<file path="config.mk">
export PLATFORM = sky130hd
export DESIGN_NAME = mstp_seq
export DESIGN_NICKNAME = d
export VERILOG_FILES = /design/src/rtl/core/mstp_pkg.sv /design/src/rtl/core/mstp_seq.sv
export SDC_FILE = /design/constraint.sdc
export NUM_CORES = 1
export LEC_CHECK = 0
export BUFFER_PORTS_ARGS = -buffer_cell sky130_fd_sc_hd__buf_2
export CORE_UTILIZATION = 50
export CTS_CLUSTER_DIAMETER = 40
export DETAILED_ROUTE_END_ITERATION = 8
export PLACE_DENSITY = 0.71
export SYNTH_ARGS = -nofsm -noshare
export SYNTH_HDL_FRONTEND = slang
export SYNTH_SLANG_ARGS = --single-unit
</file>
<file path="constraint.sdc">
create_clock -name clk -period 7.8 [get_ports clk]
set_input_delay 0 -clock clk [delete_from_list [all_inputs] [get_ports clk]]
set_output_delay 0 -clock clk [all_outputs]
set_load 0.03 [all_outputs]
</file>
<file path="src/rtl/core/mstp_pkg.sv">
// shared types and constants for the prim spanning tree block
// no dependencies; imported by every module of the block
`timescale 1ns / 1ps

package mstp_pkg;

	localparam int MAX_VERTICES = 32;
	localparam int IDX_BITS     = $clog2(MAX_VERTICES);
	localparam int ADDR_BITS    = 2 * IDX_BITS;
	localparam int ADJ_DEPTH    = 1 << ADDR_BITS;
	localparam int WEIGHT_BITS  = 16;
	localparam int KEY_BITS     = WEIGHT_BITS + 1;
	localparam int OP_BITS      = 2;
	localparam int VTX_BITS     = 5;
	localparam int CNT_BITS     = 6;
	localparam int CNT_RESET    = 32;

	typedef enum logic [OP_BITS-1:0] {
		OP_CLEAR = 2'd0,
		OP_ADD   = 2'd1,
		OP_RUN   = 2'd2,
		OP_NONE  = 2'd3
	} op_t;

	typedef struct packed {
		logic                   en;
		logic [ADDR_BITS-1:0]   addr;
		logic [WEIGHT_BITS-1:0] data;
	} adj_wr_t;

	typedef struct packed {
		logic                   valid;
		logic [IDX_BITS-1:0]    low;
		logic [IDX_BITS-1:0]    high;
		logic [WEIGHT_BITS-1:0] weight;
		logic                   reachable;
		logic                   last;
	} emit_t;

	// only the upper triangle is stored: address is {smaller index, larger index}
	function automatic logic [ADDR_BITS-1:0] pair_addr(input logic [IDX_BITS-1:0] a,
		input logic [IDX_BITS-1:0] b);
		return (a < b) ? {a, b} : {b, a};
	endfunction

endpackage

</file>
<file path="src/rtl/core/mstp_seq.sv">
// sequencer for clear sweep, edge writes, prim rounds and result emission
// one shared key comparator serves both the minimum scan and the relaxation
// depends on mstp_pkg
`timescale 1ns / 1ps

module mstp_seq (
	input  logic                               clk,
	input  logic                               arst_n,
	input  logic [mstp_pkg::IDX_BITS-1:0]      last_idx,
	input  logic                               in_fire,
	input  mstp_pkg::op_t                      op,
	input  logic [mstp_pkg::IDX_BITS-1:0]      vtx_a,
	input  logic [mstp_pkg::IDX_BITS-1:0]      vtx_b,
	input  logic                               vtx_ok,
	input  logic [mstp_pkg::WEIGHT_BITS-1:0]   weight,
	output logic                               idle,
	input  logic                               slot_free,
	output mstp_pkg::emit_t                    emit,
	output mstp_pkg::adj_wr_t                  adj_wr,
	output logic [mstp_pkg::ADDR_BITS-1:0]     adj_raddr,
	input  logic [mstp_pkg::WEIGHT_BITS-1:0]   adj_rdata
);
	import mstp_pkg::*;

	typedef enum logic [6:0] {
		ST_CLEAR   = 7'b0000001,
		ST_IDLE    = 7'b0000010,
		ST_SCAN    = 7'b0000100,
		ST_RELAX_A = 7'b0001000,
		ST_RELAX_B = 7'b0010000,
		ST_EMIT    = 7'b0100000,
		ST_SPARE   = 7'b1000000
	} state_t;

	localparam logic [KEY_BITS-1:0] KEY_INF = {1'b1, {WEIGHT_BITS{1'b0}}};

	state_t                 state_q;
	logic [ADDR_BITS-1:0]   clr_q;
	logic [IDX_BITS-1:0]    idx_q;
	logic                   found_q;
	logic [IDX_BITS-1:0]    pick_q;
	logic [KEY_BITS-1:0]    best_q;
	logic [KEY_BITS-1:0]    key_q [MAX_VERTICES];
	logic [IDX_BITS-1:0]    parent_q [MAX_VERTICES];
	logic [MAX_VERTICES-1:0] in_tree_q;

	logic [KEY_BITS-1:0]    key_rd;
	logic                   tree_rd;
	logic [IDX_BITS-1:0]    parent_rd;
	logic [KEY_BITS-1:0]    cmp_a;
	logic [KEY_BITS-1:0]    cmp_b;
	logic                   cmp_lt;
	logic                   scan_take;
	logic [IDX_BITS-1:0]    pick_d;
	logic [KEY_BITS-1:0]    best_d;
	logic                   found_d;
	logic                   relax_upd;
	logic                   at_last;
	logic                   emit_ok;

	assign key_rd    = key_q[idx_q];
	assign tree_rd   = in_tree_q[idx_q];
	assign parent_rd = parent_q[idx_q];
	assign at_last   = (idx_q == last_idx);

	// shared comparator: scan compares against the running minimum,
	// relaxation compares the edge weight against the stored key
	always_comb begin
		case (state_q)
			ST_RELAX_B: begin
				cmp_a = {1'b0, adj_rdata};
				cmp_b = key_rd;
			end
			default: begin
				cmp_a = key_rd;
				cmp_b = best_q;
			end
		endcase
	end
	assign cmp_lt = (cmp_a < cmp_b);

	assign scan_take = !tree_rd && (!found_q || cmp_lt);
	assign pick_d    = scan_take ? idx_q : pick_q;
	assign best_d    = scan_take ? key_rd : best_q;
	assign found_d   = found_q || scan_take;
	assign relax_upd = (state_q == ST_RELAX_B) && (adj_rdata != '0) && !tree_rd && cmp_lt;

	assign adj_raddr = pair_addr(pick_q, idx_q);
	assign idle      = (state_q == ST_IDLE);

	always_comb begin
		if (state_q == ST_CLEAR) begin
			adj_wr.en   = 1'b1;
			adj_wr.addr = clr_q;
			adj_wr.data = '0;
		end else begin
			adj_wr.en   = in_fire && (op == OP_ADD) && vtx_ok;
			adj_wr.addr = pair_addr(vtx_a, vtx_b);
			adj_wr.data = weight;
		end
	end

	// unreachable vertices keep an infinite key
	assign emit_ok = !key_rd[WEIGHT_BITS];
	always_comb begin
		emit.valid     = (state_q == ST_EMIT) && slot_free;
		emit.reachable = emit_ok;
		emit.last      = at_last;
		if (emit_ok) begin
			emit.low    = (parent_rd < idx_q) ? parent_rd : idx_q;
			emit.high   = (parent_rd < idx_q) ? idx_q : parent_rd;
			emit.weight = key_rd[WEIGHT_BITS-1:0];
		end else begin
			emit.low    = '0;
			emit.high   = idx_q;
			emit.weight = '0;
		end
	end

	always_ff @(posedge clk or negedge arst_n) begin
		if (!arst_n) begin
			state_q <= ST_CLEAR;
			clr_q   <= '0;
			idx_q   <= '0;
			found_q <= 1'b0;
		end else begin
			case (state_q)
				ST_CLEAR: begin
					clr_q <= clr_q + 1'b1;
					if (clr_q == ADDR_BITS'(ADJ_DEPTH - 1)) begin
						state_q <= ST_IDLE;
					end
				end
				ST_IDLE: begin
					if (in_fire) begin
						case (op)
							OP_CLEAR: begin
								state_q <= ST_CLEAR;
								clr_q   <= '0;
							end
							OP_RUN: begin
								state_q <= ST_SCAN;
								idx_q   <= '0;
								found_q <= 1'b0;
							end
							default: begin
								state_q <= ST_IDLE;
							end
						endcase
					end
				end
				ST_SCAN: begin
					if (at_last) begin
						found_q <= 1'b0;
						if (!found_d) begin
							state_q <= ST_EMIT;
							idx_q   <= IDX_BITS'(1);
						end else if (best_d[WEIGHT_BITS]) begin
							// picked vertex is unreached: nothing to relax
							state_q <= ST_SCAN;
							idx_q   <= '0;
						end else begin
							state_q <= ST_RELAX_A;
							idx_q   <= '0;
						end
					end else begin
						found_q <= found_d;
						idx_q   <= idx_q + 1'b1;
					end
				end
				ST_RELAX_A: begin
					state_q <= ST_RELAX_B;
				end
				ST_RELAX_B: begin
					if (at_last) begin
						state_q <= ST_SCAN;
						idx_q   <= '0;
						found_q <= 1'b0;
					end else begin
						state_q <= ST_RELAX_A;
						idx_q   <= idx_q + 1'b1;
					end
				end
				ST_EMIT: begin
					if (slot_free) begin
						if (at_last) begin
							state_q <= ST_IDLE;
						end else begin
							idx_q <= idx_q + 1'b1;
						end
					end
				end
				default: begin
					state_q <= ST_IDLE;
				end
			endcase
		end
	end

	always_ff @(posedge clk) begin
		if (state_q == ST_IDLE && in_fire && op == OP_RUN) begin
			in_tree_q <= '0;
			// the root starts at key zero, every other vertex at infinity
			for (int i = 0; i < MAX_VERTICES; i++) begin
				key_q[i] <= (i == 0) ? '0 : KEY_INF;
			end
		end
		if (state_q == ST_SCAN) begin
			pick_q <= pick_d;
			best_q <= best_d;
			if (at_last && found_d) begin
				in_tree_q[pick_d] <= 1'b1;
			end
		end
		if (relax_upd) begin
			key_q[idx_q]    <= {1'b0, adj_rdata};
			parent_q[idx_q] <= pick_q;
		end
	end

	a_emit_needs_slot: assert property (@(posedge clk) disable iff (!arst_n)
		emit.valid |-> slot_free)
		else $error("result issued with output register occupied");

	a_emit_skips_root: assert property (@(posedge clk) disable iff (!arst_n)
		state_q == ST_EMIT |-> idx_q != '0)
		else $error("result issued for the root vertex");

	a_relax_pick_in_tree: assert property (@(posedge clk) disable iff (!arst_n)
		state_q == ST_RELAX_A |-> in_tree_q[pick_q])
		else $error("relaxing from a vertex not yet in the tree");

	a_root_key_zero: assert property (@(posedge clk) disable iff (!arst_n)
		state_q == ST_SCAN |-> key_q[0] == '0)
		else $error("root key disturbed during a run");

endmodule

</file>
==> results of run 1 <==
## metal layers
layer | part of all wire (%) | wire length [um]
met1 | 38 | 38980
met2 | 46 | 47170
met3 | 12 | 12570
met4 | 4.5 | 4635
met5 | 0.013 | 13
## through the flow
step / hold slack [ns] / total power [mW] / setup slack (ns)
5_1_grt: 0.1067 / 12.09 / 0.6810
3_5_place_dp: 0.0003005 / 7.006 / 1.088
3_3_place_gp: -0.01015 / 6.954 / 1.138
4_1_cts: 0.03553 / 11.78 / 1.071
2_1_floorplan: -0.2956 / 6.329 / 2.409
6_report: 0.06932 / 11.78 / 1.063
## power by group
part | internal (mW) | switching (mW) | leakage (nW) | total, mW
Combinational | 0.693 | 1.29 | 5.37 | 1.98
Sequential | 4.84 | 0.146 | 7.25 | 4.99
Clock | 2.83 | 1.97 | 1.69 | 4.81
Total | 8.37 | 3.41 | 14.3 | 11.8
## how the worst max path moves through the flow
stage,start,endpoint,slack [ns],depth (start not counted)
global placement,idx_q[0],key_q[24][13],1.14,15
finish,idx_q[0],key_q[11][5],1.06,16
floorplan,idx_q[0],key_q[21][0],2.41,19
CTS,idx_q[0],key_q[1][14],1.07,16
global route,idx_q[0],key_q[3][0],0.68,16
detailed placement,idx_q[0],key_q[1][13],1.09,16
## cells in the mapped netlist, types with 9 or more instances
cell	n	area share, %
sky130_fd_sc_hd__edfxtp_1	694	57
sky130_fd_sc_hd__and2_1	531	9.2
sky130_fd_sc_hd__mux4_2	167	10
sky130_fd_sc_hd__nor2_1	148	1.5
sky130_fd_sc_hd__clkbuf_1	121	1.3
sky130_fd_sc_hd__a22oi_1	84	1.7
sky130_fd_sc_hd__nand2_1	84	0.87
sky130_fd_sc_hd__dfxtp_1	63	3.5
sky130_fd_sc_hd__a21oi_1	56	0.77
sky130_fd_sc_hd__o21ai_0	50	0.69
sky130_fd_sc_hd__mux2i_1	41	1.1
sky130_fd_sc_hd__inv_1	36	0.37
sky130_fd_sc_hd__o221ai_1	34	0.82
sky130_fd_sc_hd__ha_1	33	1.1
sky130_fd_sc_hd__buf_6	32	0.99
sky130_fd_sc_hd__nor4_4	32	1.9
sky130_fd_sc_hd__buf_1	29	0.30
sky130_fd_sc_hd__dfrtp_1	21	1.4
sky130_fd_sc_hd__nand2b_1	21	0.36
sky130_fd_sc_hd__or2_2	19	0.33
sky130_fd_sc_hd__a21o_1	15	0.31
sky130_fd_sc_hd__nand4_1	15	0.26
sky130_fd_sc_hd__and4_1	14	0.34
sky130_fd_sc_hd__nor3_1	12	0.17
sky130_fd_sc_hd__nand3_1	11	0.15
sky130_fd_sc_hd__buf_2	9	0.12
sky130_fd_sc_hd__nor4_1	9	0.16
sky130_fd_sc_hd__o22ai_1	9	0.16
## sequential cells by signal (all words and copies together) (netlist names)
signal / count
pick_q: 5
in_tree_q: 32
parent_q: 160
clr_q: 10
key_q: 543
idx_q: 5
best_q: 17
found_q: 1
state_q: 6
## timing repair
| item | in CTS | in global routing |
|---|---|---|
| hold buffers | 10 | 0 |
| hold endpoints to repair | 28 | 0 |
| endpoints found under the setup margin | 0 | 0 |
| resized for setup | 0 | 0 |
## cells by family (layout without fill, tap and decap cells)
logic type | count (synthesis) | after routing
XOR/XNOR | 6 | 6
flip-flops | 779 | 779
multiplexers | 215 | 215
adder cells (fa/ha/maj) | 33 | 33
AO/OA/AOI/OAI | 278 | 278
AND/OR/NAND/NOR | 946 | 946
buffers and inverters | 234 | 428
## area by class of cell
cell class,count,area [um^2]
Fill cell,5374,30250
Inverter,37,138.9
Clock inverter,78,910.9
Clock buffer,111,2618
Timing Repair Buffer,202,1316
Multi-Input combinational cell,1478,12520
Sequential cell,779,22660
Tap cell,950,1189
## worst max-delay path, stage by stage, from the launching register on
cell and delay, ns:
sky130_fd_sc_hd__dfrtp_4 0.92, sky130_fd_sc_hd__buf_4 0.35, sky130_fd_sc_hd__mux4_2 0.53, sky130_fd_sc_hd__a22oi_1 0.59, sky130_fd_sc_hd__and4_1 0.50, sky130_fd_sc_hd__nor2_1 0.07, sky130_fd_sc_hd__a21oi_1 0.15, sky130_fd_sc_hd__ha_1 0.26
sky130_fd_sc_hd__a21o_1 0.16, sky130_fd_sc_hd__a21o_1 0.16, sky130_fd_sc_hd__a21oi_1 0.15, sky130_fd_sc_hd__o22ai_1 0.14, sky130_fd_sc_hd__nor3_4 0.26, sky130_fd_sc_hd__nand2_4 0.28, sky130_fd_sc_hd__buf_12 0.28, sky130_fd_sc_hd__nor4_4 0.96
sky130_fd_sc_hd__or2_2 0.52
==> results.py, run 1 <==
metrics = {
    "layout": {
        "final_core_utilization_pct": 57.75,
        "fin_area_mm2": 0.04136,
        "antenna_cells_inserted": 0,
        "share_of_layout_cells_above_drive_strength_1_pct": 22.64,
        "final_cell_count_without_fillers": 3635,
        "leading_cell_types_in_the_layout_fill_and_taps_excluded": "694 x sky130_fd_sc_hd__edfxtp_1, 531 x sky130_fd_sc_hd__and2_1, 167 x sky130_fd_sc_hd__mux4_2",
        "layout.cells.most_common": "sky130_fd_sc_hd__edfxtp_1",
        "syn2layout_area_growth_pct": 13.95,
        "finish.net_count": 2686,
    },
    "timing": {
        "relSlewSlack_pct": 19.83,
        "min_period_ns": 6.737,
        "setup-violations-final": 0,
        "worst_slew_pin_slew_ns": 1.202,
        "max_freq_mhz": 148.4,
        "final.setup_skew_ns": 0.03666,
        "post-route-period-util_pct": 86.37,
        "hold_violations": 0,
        "rsz0062_at_grt": "no",
        "finalSetupTns_ns": 0,
        "timing.final.max_slew_violations": 0,
    },
    "yosys": {
        "synth_edf_count": 694,
        "yosys_warnings": 0,
        "combinational_family_with_the_most_area_after_synthesis": "simple AND/OR/NAND/NOR gates",
        "synth_seq_cells": 779,
        "ys_types": 66,
        "synth_sequential_area_ratio_pct": 62.42,
        "syn_avg_cell_area_um2": 14.57,
        "area_fraction_in_compound_gates_after_synthesis_pct": 5.140,
        "synth_nets": 2578,
        "muxShareOfSynthArea_pct": 11.71,
        "synth_xor_area_share_pct": 0.1448,
        "syn_area_mm2": 0.03629,
        "postSynthCellCount": 2491,
        "async_flop_share_pct": 2.824,
        "synth_adder_area_share_pct": 1.138,
        "synth-main-ff-cell": "sky130_fd_sc_hd__edfxtp_1",
        "synth_simple_gate_area_share_pct": 16.28,
    },
    "clock_tree": {
        "post-cts-setup-buffer-count": 0,
        "cts_tree": "yes",
        "clkSinkCount": 779,
        "max-clock-path-buffers": 3,
        "cts_buffers": 101,
        "clk-insertion-delay-late_ns": 0.68,
        "cts_htree_levels": 3,
        "path_clk_slew_ns": 0.06,
        "root_buffer": "sky130_fd_sc_hd__clkbuf_16",
    },
    "global_routing": {
        "met3_usage_pct": 6.740,
        "first_pass_grt_wire_length_mm": 150.4,
        "initial_antenna_violation_count": 4,
        "maximum_number_of_pins_on_one_net_before_global_route_repair": 71,
        "global_route.usage.met1_pct": 37.91,
        "grt_pass1_vias": 22250,
        "globalRouteTotalUtil_pct": 28.00,
        "global_route.usage.met2_pct": 42.91,
        "grt_most_used_layer": "met2",
        "grt_overflow_total": 0,
    },
    "setup_path": {
        "endpoint_kind": "flop",
        "worstPathRequired_ns": 8.11,
        "r2r_setup_slack_ns": 1.06,
        "critical_path_peak_fanout": 36,
        "path_class": "reg2reg",
        "worst_r2r_path_depth": 16,
        "start_kind": "flop",
        "cp.arrival_ns": 7.05,
        "worstReg2RegEnd": "key_q[11][5]",
        "r2r_start": "idx_q[0]",
    },
    "hold_path": {
        "hold_path_depth": 5,
        "worst_hold_path_type": "in2reg",
        "min_from": "last_idx[4]",
        "hold-path-endpoint": "state_q[2]",
    },
    "route": {
        "detailroute.via_count": 22990,
        "firstDrtPassIters": 6,
        "routed_wire_length_per_instance_um": 28.44,
        "dr.first_iter.drc_count": 3489,
        "detail_route.wirelength_mm": 103.4,
        "drt_drc_violations_left": 0,
        "drtAntennaViolNets": 0,
        "routed_via_density": 6.323,
    },
    "power_and_ir_drop": {
        "p_per_area_mw_per_mm2": 284.8,
        "power.leakage_nw": 14.32,
        "max-vdd-ir-drop_v": 0.0001955,
    },
    "place": {
        "dpl.hpwl_mm": 64.94,
        "postPlaceCellArea_mm2": 0.03773,
        "dp.cells": 3436,
        "numPortBuffers": 120,
        "gp_routability_congestion": 0.9439,
    },
    "floorplanning": {
        "die_width_um": 271.4,
        "placeableCoreArea_mm2": 0.07161,
        "rows": 98,
        "floorplan.initialDensity_pct": 50.68,
        "io-pin-count": 121,
        "die_h_um": 271.4,
        "floorplan.die_area_mm2": 0.07367,
    },
    "flow_run": {
        "max-cap-violations": 0,
    },
    "run_status": {
        "outcome": "finished, final reports clean",
    },
}
(Power assumes the default switching activity.)
==> inputs of run 2 (changes only) <==
Settings changed: CAP_MARGIN from default to 20, PLACE_DENSITY 0.71 to 0.72.
==> results.py, run 2 (synthesis gave the netlist of run 1 again) <==
metrics = {
    "run_status": {
        "outcome": "finished, final reports clean",
    },
    "layout": {
        "largest_register_ffs": 543,
        "area.sequential_mm2": 0.02266,
        "finish.net_count": 2692,
        "syn2layout_area_growth_pct": 13.43,
        "final.fill_count": 5412,
        "leading_cell_types_in_the_layout_fill_and_taps_excluded": "694 x sky130_fd_sc_hd__edfxtp_1, 531 x sky130_fd_sc_hd__and2_1, 167 x sky130_fd_sc_hd__mux4_2",
        "share_of_layout_cells_above_drive_strength_1_pct": 22.57,
        "max_flop_register": "key_q",
        "top_regs": "key_q x543, parent_q x160, in_tree_q x32",
        "layout.cells.most_common": "sky130_fd_sc_hd__edfxtp_1",
        "multi_input_comb_area_mm2": 0.01252,
        "fin_area_mm2": 0.04117,
    },
    "setup_path": {
        "critical_path_peak_fanout": 40,
        "start_kind": "flop",
        "largest_incremental_delay_on_the_critical_path_ns": 1.06,
        "crit_path_cell_trace": "buf_12 -> buf_12 -> mux4_2 -> a22oi_1 -> nand3_1 -> a21oi_1 -> a21oi_1 -> ha_1 -> nand4_1 -> nor4_1 -> o21ai_0 -> mux2_2 -> nand2_4 -> buf_4 -> nor4_4 -> nand2b_1",
        "path_class": "reg2reg",
        "worstPathRequired_ns": 7.95,
        "endpoint_kind": "flop",
        "critical_path.slowest_cell": "sky130_fd_sc_hd__dfrtp_4",
        "cp.arrival_ns": 7.06,
    },
    "global_routing": {
        "initial_antenna_violation_count": 5,
        "globalRouteTotalUtil_pct": 28.00,
        "maximum_number_of_pins_on_one_net_before_global_route_repair": 71,
        "grt_pass1_vias": 22360,
        "first_pass_grt_wire_length_mm": 150.4,
        "grt_overflow_total": 0,
    },
    "power_and_ir_drop": {
        "p_comb_share_pct": 17.4,
        "power.leakage_nw": 14.25,
        "power_report.internal_total_mw": 8.114,
        "max-vdd-ir-drop_v": 0.0001834,
        "power.net_switching_mw": 3.271,
        "p_clk_share_pct": 38.8,
        "p_per_area_mw_per_mm2": 276.5,
        "seqPwrFrac_pct": 43.8,
        "sw_frac_of_total_pct": 28.73,
    },
    "floorplanning": {
        "die_h_um": 271.4,
        "placeableCoreArea_mm2": 0.07161,
        "floorplan.initialDensity_pct": 50.68,
        "die_width_um": 271.4,
        "floorplan.die_area_mm2": 0.07367,
        "rows": 98,
        "io-pin-count": 121,
    },
    "timing": {
        "min_period_ns": 6.902,
        "finalSetupTns_ns": 0,
        "max_freq_mhz": 144.9,
        "timing.final.max_slew_violations": 0,
        "post-route-period-util_pct": 88.49,
        "setup-violations-final": 0,
        "relSlewSlack_pct": 25.33,
        "worst_slew_pin_slew_ns": 1.120,
        "rsz0062_at_grt": "no",
        "final.setup_skew_ns": 0.03331,
        "hold_violations": 0,
    },
    "flow_run": {
        "max-cap-violations": 0,
    },
    "place": {
        "gp_routability_congestion": 0.9848,
        "postPlaceCellArea_mm2": 0.03777,
        "dpl.hpwl_mm": 65.52,
        "numPortBuffers": 120,
    },
    "route": {
        "detail_route.wirelength_mm": 103.4,
        "detailroute.via_count": 23050,
        "dr.first_iter.drc_count": 3276,
        "drt_drc_violations_left": 0,
        "drtAntennaViolNets": 0,
        "routed_via_density": 6.335,
        "routed_wire_length_per_instance_um": 28.42,
        "firstDrtPassIters": 6,
    },
    "hold_path": {
        "worst_hold_path_type": "in2reg",
    },
    "clock_tree": {
        "cts_buffers": 94,
        "max-clock-path-buffers": 3,
        "cts_htree_levels": 3,
        "cts_tree": "yes",
        "post-cts-setup-buffer-count": 0,
        "path_clk_slew_ns": 0.05,
        "clk-insertion-delay-late_ns": 0.66,
        "root_buffer": "sky130_fd_sc_hd__clkbuf_16",
        "clkSinkCount": 779,
    },
}
[run 2: cell types whose count changed in the layout (fill, tap and decap cells not counted), moves of 4 or more]
cell | previous run | this run
sky130_fd_sc_hd__clkbuf_16 | 103 | 96
sky130_fd_sc_hd__clkinvlp_4 | 12 | 8
sky130_fd_sc_hd__buf_6 | 0 | 10
sky130_fd_sc_hd__inv_6 | 18 | 11
sky130_fd_sc_hd__clkinv_2 | 9 | 14
[run 2: what timing repair did]
action / CTS / global route
gates resized for setup: 0 / 0
hold endpoints to repair: 27 / 0
hold buffers: 10 / 0
[run 2: layout make-up]
cell class / instances / share of cell area [%]
repair buffers: 215 / 3.513
flip-flops and latches: 779 / 55.05
diodes: 3 / 0.01824
inverters: 37 / 0.3374
clock inverters: 67 / 1.726
multi-input cells: 1478 / 30.42
well taps: 950 / 2.887
clock buffers: 109 / 6.051
[run 2: power by group through the flow]
stage / combinational [mW] / clock (mW) / sequential, mW
after floorplan: 1.34 / 0 / 4.99
after global placement: 1.88 / 0 / 5.06
after detailed placement: 1.92 / 0 / 5.08
after CTS: 1.95 / 4.44 / 4.99
after global routing: 2.08 / 4.59 / 5.02
final: 1.98 / 4.42 / 4.99
[run 2: final timing paths]
check                             start           end  slack, ns  cells after the start
max in group asynchronous        arst_n      idx_q[0]       6.41                      5
hold / removal              last_idx[4]    state_q[2]       0.07                      5
min in group asynchronous        arst_n    state_q[0]       0.46                      3
hold reg to reg            in_tree_q[4]  in_tree_q[4]       0.46                      2
setup reg to reg               idx_q[0]  key_q[24][1]       0.90                     16
setup / recovery               idx_q[0]  key_q[24][1]       0.90                     16
[run 2: routing by layer]
layer | up-vias | track usage, % | part of all wire, %
li1 | 9620 | - | -
met1 | 11530 | 37.62 | 37
met2 | 1622 | 43.25 | 46
met3 | 275 | 6.696 | 13
met4 | 2 | 12.98 | 4.8
met5 | - | 0 | 0.0077
[run 2: stage by stage]
step                      instances  worst slack, ns  hold slack (ns)  util, %  power (mW)
after floorplan                2491            2.409          -0.2956        -       6.329
after global placement         3437            1.055         -0.01165    52.68       6.943
after detailed placement       3441            1.002         0.006290    52.74       6.996
after CTS                      3627           0.9149          0.05913    57.35       11.38
after global routing           3635           0.6010           0.1139    57.48       11.69
final                          3638           0.8976          0.07270    57.49       11.38
[run 2: worst max-delay path, delay by kind of cell, from the launching register on]
kind | cells | cell delay [ns]
flops | 1 | 1.06
buf+inv | 3 | 0.89
simple gates | 6 | 1.84
compound gates | 4 | 1.32
mux | 2 | 0.88
fa+ha+maj | 1 | 0.34
